===== src/design/clnw_pkg.sv =====
package clnw_pkg;

    // Operation codes carried by op
    localparam logic [1:0] OP_CMD  = 2'd0;
    localparam logic [1:0] OP_DATA = 2'd1;
    localparam logic [1:0] OP_INT  = 2'd2;
    localparam logic [1:0] OP_NONE = 2'd3;

    localparam logic [7:0] DIGIT_BASE = 8'd48;
    localparam logic [7:0] MINUS_CHAR = 8'd45;
    localparam logic [3:0] TOP_PLACE  = 4'd9;

    typedef enum logic [3:0] {
        S_IDLE    = 4'b0001,
        S_DIGIT   = 4'b0010,
        S_SEND_HI = 4'b0100,
        S_SEND_LO = 4'b1000
    } state_t;

    // Commands from controller to datapath
    typedef struct packed {
        logic load;
        logic digit;
        logic advance;
        logic emit_hi;
        logic emit_lo;
    } cmd_t;

    // Status from datapath to controller
    typedef struct packed {
        logic in_ignore;
        logic in_direct;
        logic digit_done;
        logic final_char;
    } status_t;

    // Decimal place weights, ones place at index 0
    function automatic logic [31:0] pow10(input logic [3:0] place);
        logic [31:0] w;
        begin
            unique case (place)
                4'd0:    w = 32'd1;
                4'd1:    w = 32'd10;
                4'd2:    w = 32'd100;
                4'd3:    w = 32'd1000;
                4'd4:    w = 32'd10000;
                4'd5:    w = 32'd100000;
                4'd6:    w = 32'd1000000;
                4'd7:    w = 32'd10000000;
                4'd8:    w = 32'd100000000;
                4'd9:    w = 32'd1000000000;
                default: w = 32'd1;
            endcase
            return w;
        end
    endfunction

endpackage


===== src/design/clnw_ctrl.sv =====
module clnw_ctrl (
    input  logic              clk,
    input  logic              rst_n,
    input  logic              start,
    input  clnw_pkg::status_t st,
    output clnw_pkg::cmd_t    cmd,
    output logic              busy,
    output logic              strobe
);
    import clnw_pkg::*;

    state_t state_reg;
    state_t state_next;

    // Advance the sequencer
    always_ff @(posedge clk or negedge rst_n)
    begin
        if (!rst_n)
            state_reg <= S_IDLE;
        else
            state_reg <= state_next;
    end

    // Pick the next state
    always_comb
    begin
        state_next = state_reg;
        unique case (state_reg)
            S_IDLE:
            begin
                if (start && !st.in_ignore)
                    state_next = st.in_direct ? S_SEND_HI : S_DIGIT;
            end
            S_DIGIT:
            begin
                if (st.digit_done)
                    state_next = S_SEND_HI;
            end
            S_SEND_HI:
                state_next = S_SEND_LO;
            S_SEND_LO:
                state_next = st.final_char ? S_IDLE : S_DIGIT;
            default:
                state_next = S_IDLE;
        endcase
    end

    // Drive datapath commands
    always_comb
    begin
        cmd.load    = (state_reg == S_IDLE) && start;
        cmd.digit   = (state_reg == S_DIGIT);
        cmd.advance = (state_reg == S_SEND_LO) && !st.final_char;
        cmd.emit_hi = (state_reg == S_SEND_HI);
        cmd.emit_lo = (state_reg == S_SEND_LO);
    end

    assign busy   = (state_reg != S_IDLE);
    assign strobe = (state_reg == S_SEND_HI) || (state_reg == S_SEND_LO);

endmodule


===== src/design/clnw_dp.sv =====
module clnw_dp (
    input  logic              clk,
    input  logic [1:0]        op,
    input  logic [7:0]        byte_value,
    input  logic signed [31:0] number,
    input  clnw_pkg::cmd_t    cmd,
    output clnw_pkg::status_t st,
    output logic [3:0]        nibble,
    output logic              reg_select,
    output logic              last
);
    import clnw_pkg::*;

    logic [31:0] mag_reg;
    logic [3:0]  place_reg;
    logic [3:0]  dig_reg;
    logic        started_reg;
    logic [7:0]  char_reg;
    logic        rs_reg;
    logic        final_reg;

    logic [31:0] raw;
    logic        is_zero;
    logic [31:0] weight;
    logic        ge;

    assign raw     = $unsigned(number);
    assign is_zero = (raw == 32'd0);
    assign weight  = pow10(place_reg);
    assign ge      = (mag_reg >= weight);

    // Report decisions to the controller
    always_comb
    begin
        st.in_ignore  = (op == OP_NONE);
        st.in_direct  = (op != OP_INT) || is_zero || raw[31];
        st.digit_done = !ge && ((dig_reg != 4'd0) || started_reg);
        st.final_char = final_reg;
    end

    // Load a request, peel digits by subtraction, step to the next place
    always_ff @(posedge clk)
    begin
        if (cmd.load)
        begin
            mag_reg     <= raw[31] ? (32'd0 - raw) : raw;
            place_reg   <= TOP_PLACE;
            dig_reg     <= 4'd0;
            started_reg <= 1'b0;
            rs_reg      <= (op != OP_CMD);
            final_reg   <= (op != OP_INT) || is_zero;
            if (op != OP_INT)
                char_reg <= byte_value;
            else if (is_zero)
                char_reg <= DIGIT_BASE;
            else
                char_reg <= MINUS_CHAR;
        end
        else if (cmd.digit)
        begin
            if (ge)
            begin
                mag_reg <= mag_reg - weight;
                dig_reg <= dig_reg + 4'd1;
            end
            else if ((dig_reg != 4'd0) || started_reg)
            begin
                char_reg    <= DIGIT_BASE + {4'd0, dig_reg};
                final_reg   <= (place_reg == 4'd0);
                started_reg <= 1'b1;
            end
            else
            begin
                // drop a leading zero
                place_reg <= place_reg - 4'd1;
            end
        end
        else if (cmd.advance)
        begin
            // after the minus sign the top place is still pending
            if (started_reg)
            begin
                place_reg <= place_reg - 4'd1;
                dig_reg   <= 4'd0;
            end
        end
    end

    // Present the current nibble
    assign nibble     = cmd.emit_hi ? char_reg[7:4] : char_reg[3:0];
    assign reg_select = rs_reg;
    assign last       = cmd.emit_lo && final_reg;

endmodule


===== src/design/char_lcd_nibble_writer.sv =====
// Channel   Handshake                 Fields
// request   start, accepted when !busy op, byte_value, number
// result    strobe, no stall           nibble, reg_select, last
//
// A command or data byte is accepted, then its high nibble and its low nibble are strobed.
// An integer goes out a character at a time: a minus sign first if it is negative, then
// each digit, found by repeated compare/subtract against its place weight, as high and
// low nibbles; leading zeros are skipped one place at a time. The pace is set by
// the single 32-bit compare/subtract unit that peels digits against powers of ten.
// Reset returns the controller to idle; busy is low after reset.
// The receiver cannot stall; op 3 is taken and produces nothing.
module char_lcd_nibble_writer (
    input  logic               clk,
    input  logic               rst_n,
    input  logic               start,
    output logic               busy,
    input  logic [1:0]         op,
    input  logic [7:0]         byte_value,
    input  logic signed [31:0] number,
    output logic               strobe,
    output logic [3:0]         nibble,
    output logic               reg_select,
    output logic               last
);
    import clnw_pkg::*;

    cmd_t    cmd;
    status_t st;

    clnw_ctrl u_ctrl (
        .clk    (clk),
        .rst_n  (rst_n),
        .start  (start),
        .st     (st),
        .cmd    (cmd),
        .busy   (busy),
        .strobe (strobe)
    );

    clnw_dp u_dp (
        .clk        (clk),
        .op         (op),
        .byte_value (byte_value),
        .number     (number),
        .cmd        (cmd),
        .st         (st),
        .nibble     (nibble),
        .reg_select (reg_select),
        .last       (last)
    );

endmodule


===== config.mk =====
export PLATFORM = sky130hd
export DESIGN_NAME = char_lcd_nibble_writer
export DESIGN_NICKNAME = d
export VERILOG_FILES = /design/src/design/clnw_pkg.sv /design/src/design/clnw_ctrl.sv /design/src/design/clnw_dp.sv /design/src/design/char_lcd_nibble_writer.sv
export SDC_FILE = /design/constraint.sdc
export NUM_CORES = 1
export LEC_CHECK = 0
export BUFFER_PORTS_ARGS = -buffer_cell sky130_fd_sc_hd__buf_2
export CORE_MARGIN = 4
export CORE_UTILIZATION = 45
export DETAILED_ROUTE_END_ITERATION = 7
export PLACE_DENSITY_LB_ADDON = 0.1
export SLEW_MARGIN = 20
export SYNTH_ARGS = -nofsm -noshare
export SYNTH_HDL_FRONTEND = slang
export SYNTH_SLANG_ARGS = --single-unit

===== constraint.sdc =====
create_clock -name clk -period 4.5 [get_ports clk]
set_input_delay 0.45 -clock clk [delete_from_list [all_inputs] [get_ports clk]]
set_output_delay 0.45 -clock clk [all_outputs]
set_load 0.05 [all_outputs]

## Yosys cells after proc, flatten, opt, wreduce, memory -nomap -nowiden

Memories as Yosys holds them, arrays and structs flattened. A register that Yosys moved wholly into a read port is not among the register bits.
Cells that the tools add are included.
W data, S select, Z words.

- Register bits after elaboration: 55
- Bits in read-only memories: 480
- Output and inout port bits: 8
- Word-level logic and storage cells: 87
- Memories: 1

Memory list:

| name | words | width | rd ports | clocked after memory_dff | write ports | RTL line | text |
|---|---|---|---|---|---|---|---|
| (name not given) | 16 | 30 | 1 | 1 | 0 | clnw_pkg.sv:41 | `unique case (place)` |

- $add $sub $neg: 5
- Order comparisons: 1
- Equal/unequal tests: 13
- Muxes and demuxes: 31
- Bitwise gates (word level): 1
- Reductions and logical operators: 27

Operator list:

| operator | number |
|---|---|
| $mux W32 | 4 |
| $mux W4 | 14 |
| $mux W8 | 5 |
| $ge A32 B32 Y1 | 1 |
| $logic_not A32 Y1 | 1 |
| $sub A1 B32 Y32 const A | 1 |
| $sub A32 B32 Y32 | 1 |
| $pmux W4 S4 | 1 |
| $reduce_bool A2 Y1 | 6 |
| $reduce_and A3 Y1 | 3 |
| $ne A2 B2 Y1 const B | 4 |
| $add A6 B4 Y7 const A | 1 |
| $ne A2 B1 Y1 const B | 3 |
| $logic_and A1 B1 Y1 | 5 |
| $mux W5 | 1 |
| $add A4 B1 Y4 const B | 1 |
| $eq A4 B1 Y1 const B | 1 |
| $eq A4 B2 Y1 const B | 1 |
| $eq A4 B3 Y1 const B | 1 |
| $eq A4 B4 Y1 const B | 1 |
| $logic_not A4 Y1 | 1 |
| $logic_or A1 B1 Y1 | 4 |
| $mux W1 | 4 |
| $ne A4 B1 Y1 const B | 1 |
| other kinds (9) | 12 |

## Longest topological paths before layout

- Depth in word-level cells: 7
- Depth in mapped cells: 15

## By module

From an unflattened synthesis, not the netlist that was laid out.

- Cell total of the unflattened synthesis: 655
- Area total of the unflattened synthesis: 5,838.1 sq um

Modules (own cells, without submodules):

| module | times used | cells an instance | area each (sq um) |
|---|---|---|---|
| clnw_dp | 1 | 624 | 5,537.8 |
| clnw_ctrl | 1 | 31 | 300.3 |

## Worst setup path before layout

No wires, ideal clock.

- Kind: register -> register
- Start point: register, netlist name u_dp.weight[28]
- End point: register, netlist name u_dp.weight[9]
- Arrival time: 3.000 ns
- Required time: 4.381 ns
- Slack: 1.381 ns
- Cell stages (with the launch flop): 15
- Buffers on the path: 1
- Period minus slack after synthesis: 3.119 ns
- Path through: dfxtp_1 > inv_1 > ha_1 > a21oi_1 > o21ai_1 > a221oi_1 > a31oi_4 > nor3_4 > xnor2_1 > and2_1 > clkbuf_2 > inv_1 > ha_1 > and2_2 > o21bai_1

- Word-level cells in the longest chain between the ends: 5

RTL lines:

| item | RTL line | text |
|---|---|---|
| $ge A32 B32 Y1 | clnw_dp.sv:30 | `assign ge = (mag_reg >= weight);` |
| $ne A2 B2 Y1 (no source line) | -- |  |
| $reduce_and A4 Y1 (no source line) | -- |  |
| $mux W4 (no source line) (2 in series) | -- |  |

Every way passes these cells.
A chain may end at the register's enable or synchronous reset.

## Worst setup path in the final report

- Start point: register, netlist name u_dp.weight[28]
- End point: register, netlist name u_dp.weight[9]

- Word-level cells in the longest chain between the ends: 5

RTL lines:

| item | RTL line |
|---|---|
| $ge A32 B32 Y1 | clnw_dp.sv:30 |
| $ne A2 B2 Y1 (no source line) | -- |
| $reduce_and A4 Y1 (no source line) | -- |
| $mux W4 (no source line) (2 in series) | -- |

Every way passes these cells.

==> impl_metrics.sql <==
INSERT INTO impl_metrics (metric_group, metric, value, unit) VALUES
('yosys', 'synth.yosys.warnings', '0', ''),
('detailed_routing', 'number_of_drc_violations_after_detailed_routing', '0', ''),
('setup_path', 'critical_path_endpoint_category', 'register', ''),
('detailed_routing', 'drt-wirelength-per-cell', '15.8', 'um'),
('yosys', 'postSynthRegisterBits', '78', ''),
('floorplan', 'initial_utilization', '46.1', '%'),
('power_and_ir_drop', 'power.density', '632', 'nW/um^2'),
('global_routing', 'grt_start_max_net_pins', '53', ''),
('hold_path', 'worstHoldStart', 'byte_value[5]', ''),
('sta', 'max_slew_margin', '36.3', '%'),
('floorplan', 'coreArea', '12100', 'sq um'),
('setup_path', 'worstPathCellList', 'inv_1, ha_1, a21oi_1, o21ai_1, a221oi_1, a31oi_4, nor3_4, xnor2_1, and2_1, inv_1, ha_1, and2_2, o21bai_1', ''),
('yosys', 'synth_async_sr_flop_share', '5.13', '%'),
('global_routing', 'grt_pass1_wl', '21700', 'um'),
('cts', 'clock_tree.root_cell', 'sky130_fd_sc_hd__clkbuf_16', ''),
('finish', 'layout.nets', '750', ''),
('placement', 'setup_ws_pre_cts', '0.881', 'ns'),
('yosys', 'post_synthesis_cell_area', '5560', 'sq um'),
('detailed_routing', 'detailed_routing_iteration_count_for_the_pre_antenna_repair_pass', '4', ''),
('placement', 'routabilityCongestion', '0.911', ''),
('global_routing', 'globalRouteMet1Util', '26.1', '%'),
('global_routing', 'groute.layer.met2.usage', '29.3', '%'),
('cts', 'cts-buffers-inserted', '9', ''),
('sta', 'setup-violations-final', '0', ''),
('hold_path', 'min-delay-path-class', 'input pin to register', ''),
('sta', 'rsz0062_at_grt', 'no', ''),
('setup_path', 'critical-path-max-stage-delay', '0.64', 'ns'),
('setup_path', 'critPathSlowestCell', 'sky130_fd_sc_hd__a221oi_1', ''),
('run_status', 'run_status', 'completed', ''),
('yosys', 'sequential_element_share_of_the_synthesized_area', '36.0', '%'),
('detailed_routing', 'ant_nets', '0', ''),
('sta', 'period_share', '80.8', '%'),
('power_and_ir_drop', 'vdd_drop_max', '0.238', 'mV'),
('sta', 'worst-slew-pin-transition', '0.942', 'ns'),
('detailed_routing', 'routed_wl', '13200', 'um'),
('setup_path', 'worst_setup_path_startpoint', 'u_dp.weight[28]', ''),
('detailed_routing', 'post_drt_via_cell_ratio', '5.42', ''),
('floorplan', 'rows', '40', ''),
('finish', 'largest_register_ff_count', '32', ''),
('sta', 'achievable-frequency', '275', 'MHz'),
('cts', 'h-tree-depth', '3', ''),
('placement', 'detailed_place_hpwl', '10100', 'um'),
('cts', 'clock_latency_reported_for_the_late_side_of_the_worst_skew_pair', '0.34', 'ns'),
('cts', 'cts.clk_slew.worst_paths', '0.06', 'ns'),
('global_routing', 'grt-ovfl-total', '0', ''),
('finish', 'synthToLayoutAreaGrowth', '13.8', '%'),
('finish', 'antenna_cells', '0', ''),
('job', 'max_cap_viol', '0', ''),
('hold_path', 'whs_path_depth', '2', ''),
('power_and_ir_drop', 'leakage', '2.52', 'nW'),
('cts', 'tritoncts', 'built', ''),
('sta', 'least_setup_slack_across_all_paths_after_layout', '0.863', 'ns'),
('cts', 'clk_path_buf_depth', '2', ''),
('sta', 'fin_tns_setup', '0', 'ns'),
('floorplan', 'die_w', '119', 'um'),
('cts', 'numClockSinks', '78', ''),
('detailed_routing', 'drt_iter0_drc', '314', ''),
('setup_path', 'crit_fanout', '8', ''),
('global_routing', 'grt.busiest_layer', 'met2', ''),
('yosys', 'synthFlopType', 'sky130_fd_sc_hd__edfxtp_1', ''),
('finish', 'fraction_of_layout_instances_using_a_drive_strength_above_1', '16.9', '%'),
('floorplan', 'pin_count', '53', ''),
('yosys', 'number_of_distinct_library_cells_after_synthesis', '78', ''),
('yosys', 'syn-instance-count', '613', ''),
('floorplan', 'chipHeight', '119', 'um'),
('sta', 'layout_min_cycle_time', '3.64', 'ns'),
('sta', 'hold_viol_final', '0', ''),
('setup_path', 'crit_arrival', '3.84', 'ns'),
('yosys', 'mappedNetlistNets', '698', ''),
('setup_path', 'critical_path_class', 'register to register', ''),
('placement', 'port_buffers', '52', '');
[path summary, 6_finish.rpt]
check                      slack (ns)                  end
min in group asynchronous        0.44  u_ctrl.state_reg[3]
min reg2reg                      0.50     u_dp.started_reg
max in group asynchronous        3.86  u_ctrl.state_reg[0]
min                              0.39     u_dp.char_reg[5]
max reg2reg                      0.86       u_dp.weight[9]
max                              0.86       u_dp.weight[9]
[report_power, final]
group	internal [mW]	leakage (nW)	switching [mW]	total (mW)
logic	0.796	1.66	1.23	2.02
registers	1.09	0.704	0.0995	1.19
clock network	0.487	0.152	0.299	0.787
total	2.38	2.52	1.62	4.00
[cells in the mapped netlist (3+ instances only)]
master	number	area, sq um
sky130_fd_sc_hd__a21oi_1	59	295
sky130_fd_sc_hd__o21ai_0	48	240
sky130_fd_sc_hd__nand2_1	47	176
sky130_fd_sc_hd__nor2_1	47	176
sky130_fd_sc_hd__edfxtp_1	42	1260
sky130_fd_sc_hd__xnor2_1	41	359
sky130_fd_sc_hd__ha_1	39	488
sky130_fd_sc_hd__inv_1	39	146
sky130_fd_sc_hd__dfxtp_1	32	641
sky130_fd_sc_hd__xor2_1	21	184
sky130_fd_sc_hd__a21o_1	17	128
sky130_fd_sc_hd__nor3_1	15	75.1
sky130_fd_sc_hd__clkbuf_1	11	41.3
sky130_fd_sc_hd__nand3_1	10	50.1
sky130_fd_sc_hd__o31ai_1	10	75.1
sky130_fd_sc_hd__nand2b_1	9	56.3
sky130_fd_sc_hd__and3_1	8	50.1
sky130_fd_sc_hd__and2_1	5	31.3
sky130_fd_sc_hd__nor4b_1	5	43.8
sky130_fd_sc_hd__o21a_1	5	37.5
sky130_fd_sc_hd__a211oi_1	4	30.0
sky130_fd_sc_hd__and4_1	4	35.0
sky130_fd_sc_hd__mux2_2	4	45.0
sky130_fd_sc_hd__nand4_1	4	25.0
sky130_fd_sc_hd__o21bai_1	4	30.0
sky130_fd_sc_hd__a311oi_1	3	26.3
sky130_fd_sc_hd__a31oi_1	3	18.8
sky130_fd_sc_hd__dfrtp_1	3	75.1
sky130_fd_sc_hd__nor2b_1	3	18.8
sky130_fd_sc_hd__o21ai_1	3	15.0
sky130_fd_sc_hd__o41ai_1	3	26.3
sky130_fd_sc_hd__or3_1	3	18.8
sky130_fd_sc_hd__or3_4	3	33.8
sky130_fd_sc_hd__or4_1	3	22.5
[through the flow]
stage	utilization (%)	std cells	power (mW)	instance area, sq um	hold WS, ns
after global routing	52.4	838	4.33	6330	0.388
after detailed placement	49.7	821	3.22	5990	0.259
after floorplan	-	613	2.76	5560	0.154
after global placement	49.7	821	3.19	5990	0.257
after CTS	52.4	838	4.02	6330	0.375
final	52.4	838	4.00	6330	0.391
[final cells by class]
type	count	area [sq um]
clock inverters	7	97.6
fillers	1135	5740
multi-input cells	476	3320
repair buffers	59	315
well taps	168	210
flip-flops and latches	78	2000
inverters	41	154
clock buffers	9	225
[per-layer routing]
metal	vias to the layer above	routed length, um
met5	-	0
li1	2311	-
met1	2106	6280
met2	103	5960
met4	0	355
met3	23	645
[worst max-delay path: cells and delay by family (launching register included)]
kind,cells,cell delay (ns)
compound gates,5,1.26
xor+xnor,1,0.16
fa+ha+maj,2,0.63
buf+inv,2,0.26
flops,1,0.30
simple gates,3,0.88
[cells in the final DEF (no fill, tap or decap), types with 3 or more instances in the layout]
| cell | count |
|---|---|
| sky130_fd_sc_hd__o21bai_1 | 4 |
| sky130_fd_sc_hd__dfrtp_1 | 3 |
| sky130_fd_sc_hd__o21a_1 | 5 |
| sky130_fd_sc_hd__nand2_2 | 3 |
| sky130_fd_sc_hd__a311oi_1 | 3 |
| sky130_fd_sc_hd__nand2b_1 | 9 |
| sky130_fd_sc_hd__and2_1 | 5 |
| sky130_fd_sc_hd__nand2_1 | 46 |
| sky130_fd_sc_hd__a211oi_1 | 4 |
| sky130_fd_sc_hd__dfxtp_1 | 32 |
| sky130_fd_sc_hd__xnor2_1 | 41 |
| sky130_fd_sc_hd__o21ai_0 | 48 |
| sky130_fd_sc_hd__edfxtp_1 | 42 |
| sky130_fd_sc_hd__clkbuf_16 | 9 |
| sky130_fd_sc_hd__o21ai_1 | 3 |
| sky130_fd_sc_hd__and4_1 | 4 |
| sky130_fd_sc_hd__o31ai_1 | 10 |
| sky130_fd_sc_hd__nor2_1 | 47 |
| sky130_fd_sc_hd__inv_1 | 39 |
| sky130_fd_sc_hd__nor2b_1 | 3 |
| sky130_fd_sc_hd__ha_1 | 39 |
| sky130_fd_sc_hd__o41ai_1 | 3 |
| sky130_fd_sc_hd__or4_1 | 3 |
| sky130_fd_sc_hd__a21o_1 | 17 |
| sky130_fd_sc_hd__nand3_1 | 10 |
| sky130_fd_sc_hd__buf_4 | 6 |
| sky130_fd_sc_hd__xor2_1 | 21 |
| sky130_fd_sc_hd__a21oi_1 | 59 |
| sky130_fd_sc_hd__mux2_2 | 4 |
| sky130_fd_sc_hd__nand4_1 | 4 |
| sky130_fd_sc_hd__buf_2 | 52 |
| sky130_fd_sc_hd__or3_4 | 3 |
| sky130_fd_sc_hd__nor3_1 | 15 |
| sky130_fd_sc_hd__or3_1 | 3 |
| sky130_fd_sc_hd__and3_1 | 8 |
| sky130_fd_sc_hd__a31oi_1 | 3 |
| sky130_fd_sc_hd__nor4b_1 | 5 |
[kinds of logic after synthesis]
family | synth area share [%]
fa+ha+maj | 9.14
buf+inv | 4.28
simple gates | 18.8
compound gates | 20.1
mux | 1.58
xor+xnor | 10.1
flops | 36.0
[repair_timing]
action,4_1_cts,5_1_grt
gates resized for setup,0,0
endpoints found under the hold margin,3,0
hold buffers,1,0
No activity file was read; power rests on OpenSTA's default activity.
